--- src/rtl/spcc_pkg.sv ---
package spcc_pkg;

  localparam int MAX_PTS      = 1024;
  localparam int FRAC_BITS    = 16;
  localparam int CNT_W        = $clog2(MAX_PTS + 1);
  localparam int AW           = $clog2(MAX_PTS);
  localparam int SUM_W        = 32 + CNT_W - 1;
  localparam int PCNT_W       = 11;
  localparam int CORDIC_STEPS = 20;
  localparam int SQRT_STEPS   = 32;
  localparam int ITER_W       = $clog2(SUM_W);
  localparam int Z_W          = 26;
  localparam int CX_W         = 35;
  localparam int MUL_W        = 34;
  localparam int G_W          = 38;
  localparam int GAIN_Q30     = 652032874;
  localparam int PAD          = ((5 << FRAC_BITS) + 50) / 100;

  typedef enum logic [2:0] {
    REG_JOIN, REG_MINP, REG_CAP, REG_FLOOR, REG_CEIL, REG_YAW, REG_SX, REG_SY
  } cfg_reg_t;

  typedef enum logic [4:0] {
    OP_NOP, OP_LOAD, OP_CINIT, OP_CSTEP, OP_GXH, OP_GXL, OP_GYH, OP_GYL,
    OP_WORLD, OP_JDIF, OP_SQX, OP_SQY, OP_JJD, OP_STORE, OP_DINITX, OP_DINITY,
    OP_DSTEP, OP_DENDX, OP_DENDY, OP_WINIT, OP_WDIF, OP_WMAX, OP_SQINIT,
    OP_SQSTEP, OP_RAD, OP_EMIT, OP_CLEAR
  } dp_op_t;

  typedef enum logic [4:0] {
    S_IDLE, S_CHK, S_ROT, S_GXH, S_GXL, S_GYH, S_GYL, S_WORLD, S_JDIF, S_JSQX,
    S_JSQY, S_JJD, S_JCMP, S_STORE, S_POST, S_CLOSE, S_DIVX, S_DENDX, S_DINITY,
    S_DIVY, S_DENDY, S_WINIT, S_WRD, S_WDIF, S_WSQX, S_WSQY, S_WMAX, S_SQI,
    S_SQ, S_RAD, S_EMIT
  } ctl_state_t;

  typedef struct packed {
    dp_op_t              op;
    logic [ITER_W-1:0]   iter;
    logic                eos;
  } dp_cmd_t;

  typedef struct packed {
    logic kept;
    logic last;
    logic have_prev;
    logic join_ok;
    logic full;
    logic emit_ok;
    logic walk_last;
    logic out_free;
  } dp_stat_t;

  // arctangent of 2^-i in 2^-24 turn units
  function automatic logic signed [Z_W-1:0] atan_lut(input logic [4:0] i);
    logic signed [Z_W-1:0] v;
    begin
      case (i)
        5'd0:    v = 26'sd2097152;
        5'd1:    v = 26'sd1238021;
        5'd2:    v = 26'sd654136;
        5'd3:    v = 26'sd332050;
        5'd4:    v = 26'sd166669;
        5'd5:    v = 26'sd83416;
        5'd6:    v = 26'sd41718;
        5'd7:    v = 26'sd20860;
        5'd8:    v = 26'sd10430;
        5'd9:    v = 26'sd5215;
        5'd10:   v = 26'sd2608;
        5'd11:   v = 26'sd1304;
        5'd12:   v = 26'sd652;
        5'd13:   v = 26'sd326;
        5'd14:   v = 26'sd163;
        5'd15:   v = 26'sd81;
        5'd16:   v = 26'sd41;
        5'd17:   v = 26'sd20;
        5'd18:   v = 26'sd10;
        5'd19:   v = 26'sd5;
        default: v = '0;
      endcase
      return v;
    end
  endfunction

endpackage

--- src/rtl/spcc_ctrl.sv ---
module spcc_ctrl (
  input  logic              clk,
  input  logic              rst_n,
  input  logic              in_valid,
  output logic              in_ready,
  input  spcc_pkg::dp_stat_t st,
  output spcc_pkg::dp_cmd_t  cmd
);
  import spcc_pkg::*;

  ctl_state_t        state_r, state_nxt;
  logic [ITER_W-1:0] iter_r, iter_nxt;
  logic              eos_r, eos_nxt;
  logic              ret_store_r, ret_store_nxt;
  ctl_state_t        ret_state;

  always_ff @(posedge clk) begin
    if (!rst_n) begin
      state_r     <= S_IDLE;
      iter_r      <= '0;
      eos_r       <= 1'b0;
      ret_store_r <= 1'b0;
    end else begin
      state_r     <= state_nxt;
      iter_r      <= iter_nxt;
      eos_r       <= eos_nxt;
      ret_store_r <= ret_store_nxt;
    end
  end

  assign ret_state = ret_store_r ? S_STORE : S_IDLE;

  always_comb begin
    state_nxt     = state_r;
    iter_nxt      = iter_r;
    eos_nxt       = eos_r;
    ret_store_nxt = ret_store_r;
    cmd.op        = OP_NOP;
    cmd.iter      = iter_r;
    cmd.eos       = eos_r;
    in_ready      = 1'b0;
    unique case (state_r)
      S_IDLE: begin
        in_ready = 1'b1;
        if (in_valid) begin
          cmd.op    = OP_LOAD;
          state_nxt = S_CHK;
        end
      end
      S_CHK: begin
        if (st.kept) begin
          cmd.op    = OP_CINIT;
          iter_nxt  = '0;
          state_nxt = S_ROT;
        end else if (st.last && st.have_prev) begin
          eos_nxt       = 1'b1;
          ret_store_nxt = 1'b0;
          state_nxt     = S_CLOSE;
        end else begin
          state_nxt = S_IDLE;
        end
      end
      S_ROT: begin
        cmd.op = OP_CSTEP;
        if (iter_r == ITER_W'(CORDIC_STEPS - 1)) state_nxt = S_GXH;
        else iter_nxt = iter_r + 1'b1;
      end
      S_GXH: begin cmd.op = OP_GXH; state_nxt = S_GXL; end
      S_GXL: begin cmd.op = OP_GXL; state_nxt = S_GYH; end
      S_GYH: begin cmd.op = OP_GYH; state_nxt = S_GYL; end
      S_GYL: begin cmd.op = OP_GYL; state_nxt = S_WORLD; end
      S_WORLD: begin
        cmd.op    = OP_WORLD;
        state_nxt = st.have_prev ? S_JDIF : S_STORE;
      end
      S_JDIF: begin cmd.op = OP_JDIF; state_nxt = S_JSQX; end
      S_JSQX: begin cmd.op = OP_SQX;  state_nxt = S_JSQY; end
      S_JSQY: begin cmd.op = OP_SQY;  state_nxt = S_JJD; end
      S_JJD:  begin cmd.op = OP_JJD;  state_nxt = S_JCMP; end
      S_JCMP: begin
        if (st.join_ok) begin
          state_nxt = S_STORE;
        end else begin
          // close the open cluster, then come back to store this point
          eos_nxt       = 1'b0;
          ret_store_nxt = 1'b1;
          state_nxt     = S_CLOSE;
        end
      end
      S_STORE: begin cmd.op = OP_STORE; state_nxt = S_POST; end
      S_POST: begin
        if (st.full || st.last) begin
          eos_nxt       = st.last;
          ret_store_nxt = 1'b0;
          state_nxt     = S_CLOSE;
        end else begin
          state_nxt = S_IDLE;
        end
      end
      S_CLOSE: begin
        if (st.emit_ok) begin
          cmd.op    = OP_DINITX;
          iter_nxt  = '0;
          state_nxt = S_DIVX;
        end else begin
          cmd.op    = OP_CLEAR;
          state_nxt = ret_state;
        end
      end
      S_DIVX: begin
        cmd.op = OP_DSTEP;
        if (iter_r == ITER_W'(SUM_W - 1)) state_nxt = S_DENDX;
        else iter_nxt = iter_r + 1'b1;
      end
      S_DENDX: begin cmd.op = OP_DENDX; state_nxt = S_DINITY; end
      S_DINITY: begin
        cmd.op    = OP_DINITY;
        iter_nxt  = '0;
        state_nxt = S_DIVY;
      end
      S_DIVY: begin
        cmd.op = OP_DSTEP;
        if (iter_r == ITER_W'(SUM_W - 1)) state_nxt = S_DENDY;
        else iter_nxt = iter_r + 1'b1;
      end
      S_DENDY: begin cmd.op = OP_DENDY; state_nxt = S_WINIT; end
      S_WINIT: begin cmd.op = OP_WINIT; state_nxt = S_WRD; end
      S_WRD:   begin state_nxt = S_WDIF; end
      S_WDIF:  begin cmd.op = OP_WDIF; state_nxt = S_WSQX; end
      S_WSQX:  begin cmd.op = OP_SQX;  state_nxt = S_WSQY; end
      S_WSQY:  begin cmd.op = OP_SQY;  state_nxt = S_WMAX; end
      S_WMAX: begin
        cmd.op    = OP_WMAX;
        state_nxt = st.walk_last ? S_SQI : S_WRD;
      end
      S_SQI: begin
        cmd.op    = OP_SQINIT;
        iter_nxt  = '0;
        state_nxt = S_SQ;
      end
      S_SQ: begin
        cmd.op = OP_SQSTEP;
        if (iter_r == ITER_W'(SQRT_STEPS - 1)) state_nxt = S_RAD;
        else iter_nxt = iter_r + 1'b1;
      end
      S_RAD: begin cmd.op = OP_RAD; state_nxt = S_EMIT; end
      S_EMIT: begin
        // hold until the output register can take the result
        if (st.out_free) begin
          cmd.op    = OP_EMIT;
          state_nxt = ret_state;
        end
      end
      default: state_nxt = S_IDLE;
    endcase
  end

endmodule

--- config.mk ---
export PLATFORM = sky130hd
export DESIGN_NAME = spcc_ctrl
export DESIGN_NICKNAME = d
export VERILOG_FILES = /design/src/rtl/spcc_pkg.sv /design/src/rtl/spcc_ctrl.sv
export SDC_FILE = /design/constraint.sdc
export NUM_CORES = 1
export LEC_CHECK = 0
export BUFFER_PORTS_ARGS = -buffer_cell sky130_fd_sc_hd__buf_2
export CAP_MARGIN = 20
export CORE_UTILIZATION = 61
export DETAILED_ROUTE_END_ITERATION = 10
export GPL_TIMING_DRIVEN = 0
export HOLD_SLACK_MARGIN = 0.02
export PLACE_DENSITY = 0.85
export REMOVE_ABC_BUFFERS = 1
export SLEW_MARGIN = 20
export SYNTH_ARGS = -nofsm -noshare
export SYNTH_HDL_FRONTEND = slang
export SYNTH_SLANG_ARGS = --single-unit
--- constraint.sdc ---
create_clock -name clk -period 3.9 [get_ports clk]
set_input_delay 0.195 -clock clk [delete_from_list [all_inputs] [get_ports clk]]
set_output_delay 0.195 -clock clk [all_outputs]
set_load 0.02 [all_outputs]
---- After elaboration in Yosys (flattened, before gate mapping) ----
Cells that the tools add are included.
storage, ports and cells
  logic and storage cells ................. 102
  output and inout bits ................... 13
  bits of input ports ..................... 11
  register bits after elaboration ......... 13
operators by class
  muxes and demuxes ....................... 37
  reduce and logical (&&, ||, !) cells .... 12
  equality and inequality tests ........... 48
  add/subtract/negate cells ............... 1
operator list
  operator                                                          count
  5-bit one-hot mux with 31 select lines                            1
  5-bit one-hot mux with 25 select lines                            1
  5-bit == test (second input constant)                             15
  5-bit 2-to-1 mux                                                  9
  5-bit by 4-bit == test with 1-bit output (second input constant)  8
  6-bit one-hot mux with 6 select lines                             1
  6-bit 2-to-1 mux                                                  5
  2-bit inequality test (second input constant)                     15
  5-bit by 3-bit == test with 1-bit output (second input constant)  4
  4-bit 2-to-1 mux                                                  5
  6-bit by 5-bit == test with 1-bit output (second input constant)  2
  6-bit AND reduction                                               2
  5-bit by 2-bit == test with 1-bit output (second input constant)  2
  1-bit 2-to-1 mux                                                  10
  2-bit OR reduction                                                4
  6-bit by 1-bit adder with 6-bit output (second input constant)    1
  6-bit == test (second input constant)                             1
  1-bit one-hot mux with 3 select lines                             2
  6-bit nonzero test                                                1
  5-bit by 1-bit == test with 1-bit output (second input constant)  1
  5-bit zero test                                                   1
  5-bit AND reduction                                               1
  2-bit 2-to-1 mux                                                  2
  3-bit 2-to-1 mux                                                  1
  other kinds (3)                                                   3

---- Logic depth before layout (Yosys ltp) ----
  depth after elaboration ................. 4
  gate-level depth with buffers ........... 8
  gate-level depth less buffers ........... 7

---- Worst setup path before layout ----
No wires, ideal clock.
  path kind ............................... reg2reg
  start point ............................. reg iter_r[0]
  end point ............................... reg iter_r[2]
  stages on the path, launching flop included .. 8
  setup time .............................. 0.117 ns
  required time ........................... 3.783 ns
  arrival ................................. 2.000 ns
  path buffers ............................ 0
  slack ................................... 1.783 ns
  clock period less this slack ............ 2.117 ns
  path through ............................ dfxtp_1 > ha_1 > and3_1 > nor4bb_1 > or3_1 > nor3_4 > o21ai_1 > a32o_1
on the way
  word-level cells in the longest chain between the ends .. 3
  elaborated cells on any way between the ends .. 12
  those cells by class .................... add/sub (1); eq/ne (6); mux (4); reduce/logical (1)
RTL lines
  what                                                                          RTL line          text
  start, declared                                                               spcc_ctrl.sv:12   logic [ITER_W-1:0] iter_r, iter_nxt;
  start signal, assigned                                                        spcc_ctrl.sv:25   iter_r <= iter_nxt;
  6-bit by 1-bit adder with 6-bit output, or another cell as far along          -
  6-bit 2-to-1 mux, or another cell as far along                                spcc_ctrl.sv:143  if (iter_r == ITER_W'(SQRT_STEPS - 1)) state_nxt = S_RAD;
  6-bit one-hot mux with 6 select lines or 6-bit AND reduction (tied branches)  -
Parallel ways exist; a longest one is shown, timed or not. The select of a mux whose other input is x is not followed.
A chain may end at the register's enable or synchronous reset.

==> run_results.csv <==
group,metric,value,unit
timing,layout_min_cycle_time,2.97,ns
worst_setup_path,r2r_slack,1.06,ns
worst_setup_path,rr_worst_depth,6,
worst_setup_path,worstPathArrival,2.77,ns
synth,syn-instance-count,205,
pwr,clkPwrFrac,11.8,%
global_routing,track_usage,34.9,%
synth,synth_area_leader_cell,"dfxtp_1",
cells_and_area,multiInputGateArea,1100,um^2
floorplan,dieArea,2650,um^2
synth,ys_ff_latch,13,
worst_setup_path,path_class,"flip-flop to primary output",
timing,max_freq,337,MHz
cells_and_area,syn2layout_area_growth,4.95,%
synth,synthFlopType,"dfxtp_1",
synth,synth_top_area_share,17.4,%
clock_tree,worstSkewPairLatency,0.29,ns
flow_run,cap_viol_max_count,0,
synth,synth.avg_cell_area,7.28,um^2
clock_tree,clock-sinks,13,
timing,hold_viol,0,
global_routing,grt_pass1_wl,7040,um
floorplan,core,2250,um^2
place,pre_cts_ws,1.13,ns
worst_setup_path,worstPathCellList,"clkinv_1 > nor2_1 > nand2_1 > o211ai_1 > nand3_1 > o21ai_0 > buf_2",
cells_and_area,register_area,260,um^2
clock_tree,clockBufferDepth,2,
cells_and_area,drive_gt1_share,19.6,%
floorplan,start_util,66.2,%
global_routing,antenna_found_initial,0,
hold_path,hp-start,"rst_n",
worst_setup_path,cp-startpoint,"state_r[4]$_SDFFE_PN0P_",
worst_setup_path,crit_end,"cmd[9]",
worst_setup_path,critPathMaxFanout,28,
worst_setup_path,rr_endpoint,"iter_r[2]$_SDFFE_PN0P_",
timing,tightest_slew,1.01,ns
clock_tree,post_cts_resize_count,0,
floorplan,ios,24,
cells_and_area,num-fill-cells,195,
clock_tree,cts.htree.levels,1,
place,hpwl,2900,um
pwr,seqPwrFrac,30.2,%
synth,yosysSeqAreaShare,17.4,%
cells_and_area,nets,228,
drt,dr.pass1.iters,5,
pwr,p_total,0.000771,W
hold_path,hp-class,"primary input to flip-flop",
timing,timing.final.ws_setup,0.934,ns
pwr,ir_drop,0.000343,V
drt,wirelength,4220,um
worst_setup_path,r2r_start,"state_r[1]$_SDFFE_PN0P_",
synth,synthTopCellsByArea,"dfxtp_1 (17%), nor2_1 (6.5%), a21oi_1 (5.4%)",
drt,drt_iter0_drc,149,
synth,synth_cell_types,61,
timing,tns,0,ns
timing,setup-violations-final,0,
pwr,power_switching,0.000406,W
pwr,p_leak,0.571,nW
timing,rsz0062_at_grt,"false",
global_routing,grt_max_degree,32,
pwr,power_density,492,nW/um^2
cells_and_area,final_common_cell,"nor2_1",
clock_tree,path_clk_slew,0.09,ns
floorplan,die_y,51.5,um
synth,postSynth.asyncResetShare,0,%
global_routing,first_global_vias,1501,
place,place_congestion,0.941,
worst_setup_path,crit_slowest_cell,"dfxtp_1",
cells_and_area,diodes,0,
drt,wire_per_inst,17.5,um
drt,routed_via_density,7.23,
pwr,p_int,0.000365,W
timing,slew_headroom,32.5,%
clock_tree,cts_root_buf,"clkbuf_4",
clock_tree,cts_inserted_buffers,3,
timing,drv_slew,0,
clock_tree,cts_tree,"yes",
synth,yosys_warnings,0,
drt,num_vias,1750,
floorplan,die_w,51.5,um
run_status,outcome,"finished clean",
worst_setup_path,slowest_delay,0.95,ns
floorplan,num_rows,17,
cells_and_area,final_cell_mix,"nor2_1 (26), buf_2 (23), a21oi_1 (16)",
worst_setup_path,start_kind,"flip-flop",
drt,drc,0,
clock_tree,postCtsHoldBufs,0,
synth,synth_area,1490,um^2
timing,finalClockSkew,0.00900,ns
global_routing,gr-total-overflow,0,
worst_setup_path,critPathCaptureType,"primary output",
pwr,p_comb_share,58.0,%
pwr,p_sw_share,52.6,%
clock_tree,post_cts_buffers,0,
synth,synth_edf_count,0,
timing,fin_crit_sh,76.0,%
place,portBuffers,23,
drt,ant_nets,0,
worst_setup_path,crit_required,3.70,ns
## critical path, delay by kind of cell, from the launching register on
family	cells	cell delay, ns
AOI/OAI and AO/OA	2	0.25
and+or+nand+nor	3	0.56
buffers and inverters	2	0.70
DFF	1	0.95
## synthesized netlist by cell type (all sizes together), types with 5 or more instances
| master | instances |
|---|---|
| clkbuf | 10 |
| nor3 | 6 |
| inv | 5 |
| o21ai | 17 |
| dfxtp | 13 |
| buf | 8 |
| nor2 | 26 |
| a31oi | 5 |
| a311oi | 7 |
| nand3 | 9 |
| a21oi | 17 |
| nand2 | 13 |
## power groups by stage
stage | Sequential [W] | Clock, W | Combinational, W
global placement | 0.000229 | 0 | 0.000421
finish | 0.000233 | 0.0000909 | 0.000447
CTS | 0.000229 | 0.0000884 | 0.000438
detailed placement | 0.000232 | 0 | 0.000435
floorplan | 0.000214 | 0 | 0.000331
global route | 0.000239 | 0.0000949 | 0.000483
## cell families after synthesis
| group | share of synthesized area, % |
|---|---|
| AO/OA/AOI/OAI | 39.6 |
| XOR/XNOR | 0.587 |
| adder cells (fa/ha/maj) | 1.68 |
| buffers and inverters | 8.63 |
| flip-flops | 17.4 |
| multiplexers | 1.34 |
| AND/OR/NAND/NOR | 30.7 |
## layout make-up
type	instances	share of cell area (%)
Multi-Input combinational cell	167	70.4
Timing Repair Buffer	23	7.35
Inverter	7	1.68
Clock buffer	4	1.68
Tap cell	28	2.24
Sequential cell	13	16.6
## per-stage QoR
stage,hold slack (ns),util (%),std cells,instance area (um^2)
finish,0.198,69.5,242,1570
global placement,0.481,68.3,238,1540
detailed placement,0.492,68.3,238,1540
global route,0.226,69.5,242,1570
CTS,0.201,69.5,242,1570
floorplan,0.313,-,187,1390
## state kept, by name, indices dropped and copies added (netlist names)
name	count
ret_store_r	1
state_r	5
eos_r	1
iter_r	6
## layer usage
metal | wire length, um | up-vias | track usage (%)
met3 | 483 | 23 | 6.55
met1 | 1710 | 785 | 48.2
met2 | 1900 | 145 | 53.2
met4 | 130 | 0 | 13.1
met5 | 0 | - | 0
li1 | - | 797 | -
## how the worst min path moves through the flow
stage / depth (start not counted) / slack, ns / to
4_1_cts: 2 / 0.20 / iter_r[5]$_SDFFE_PN0P_
3_5_place_dp: 2 / 0.49 / eos_r$_SDFFE_PN0P_
6_report: 2 / 0.20 / iter_r[5]$_SDFFE_PN0P_
2_1_floorplan: 1 / 0.31 / iter_r[5]$_SDFFE_PN0P_
3_3_place_gp: 2 / 0.48 / eos_r$_SDFFE_PN0P_
5_1_grt: 2 / 0.23 / iter_r[5]$_SDFFE_PN0P_
Note: power is estimated with default switching activity, not from simulation.
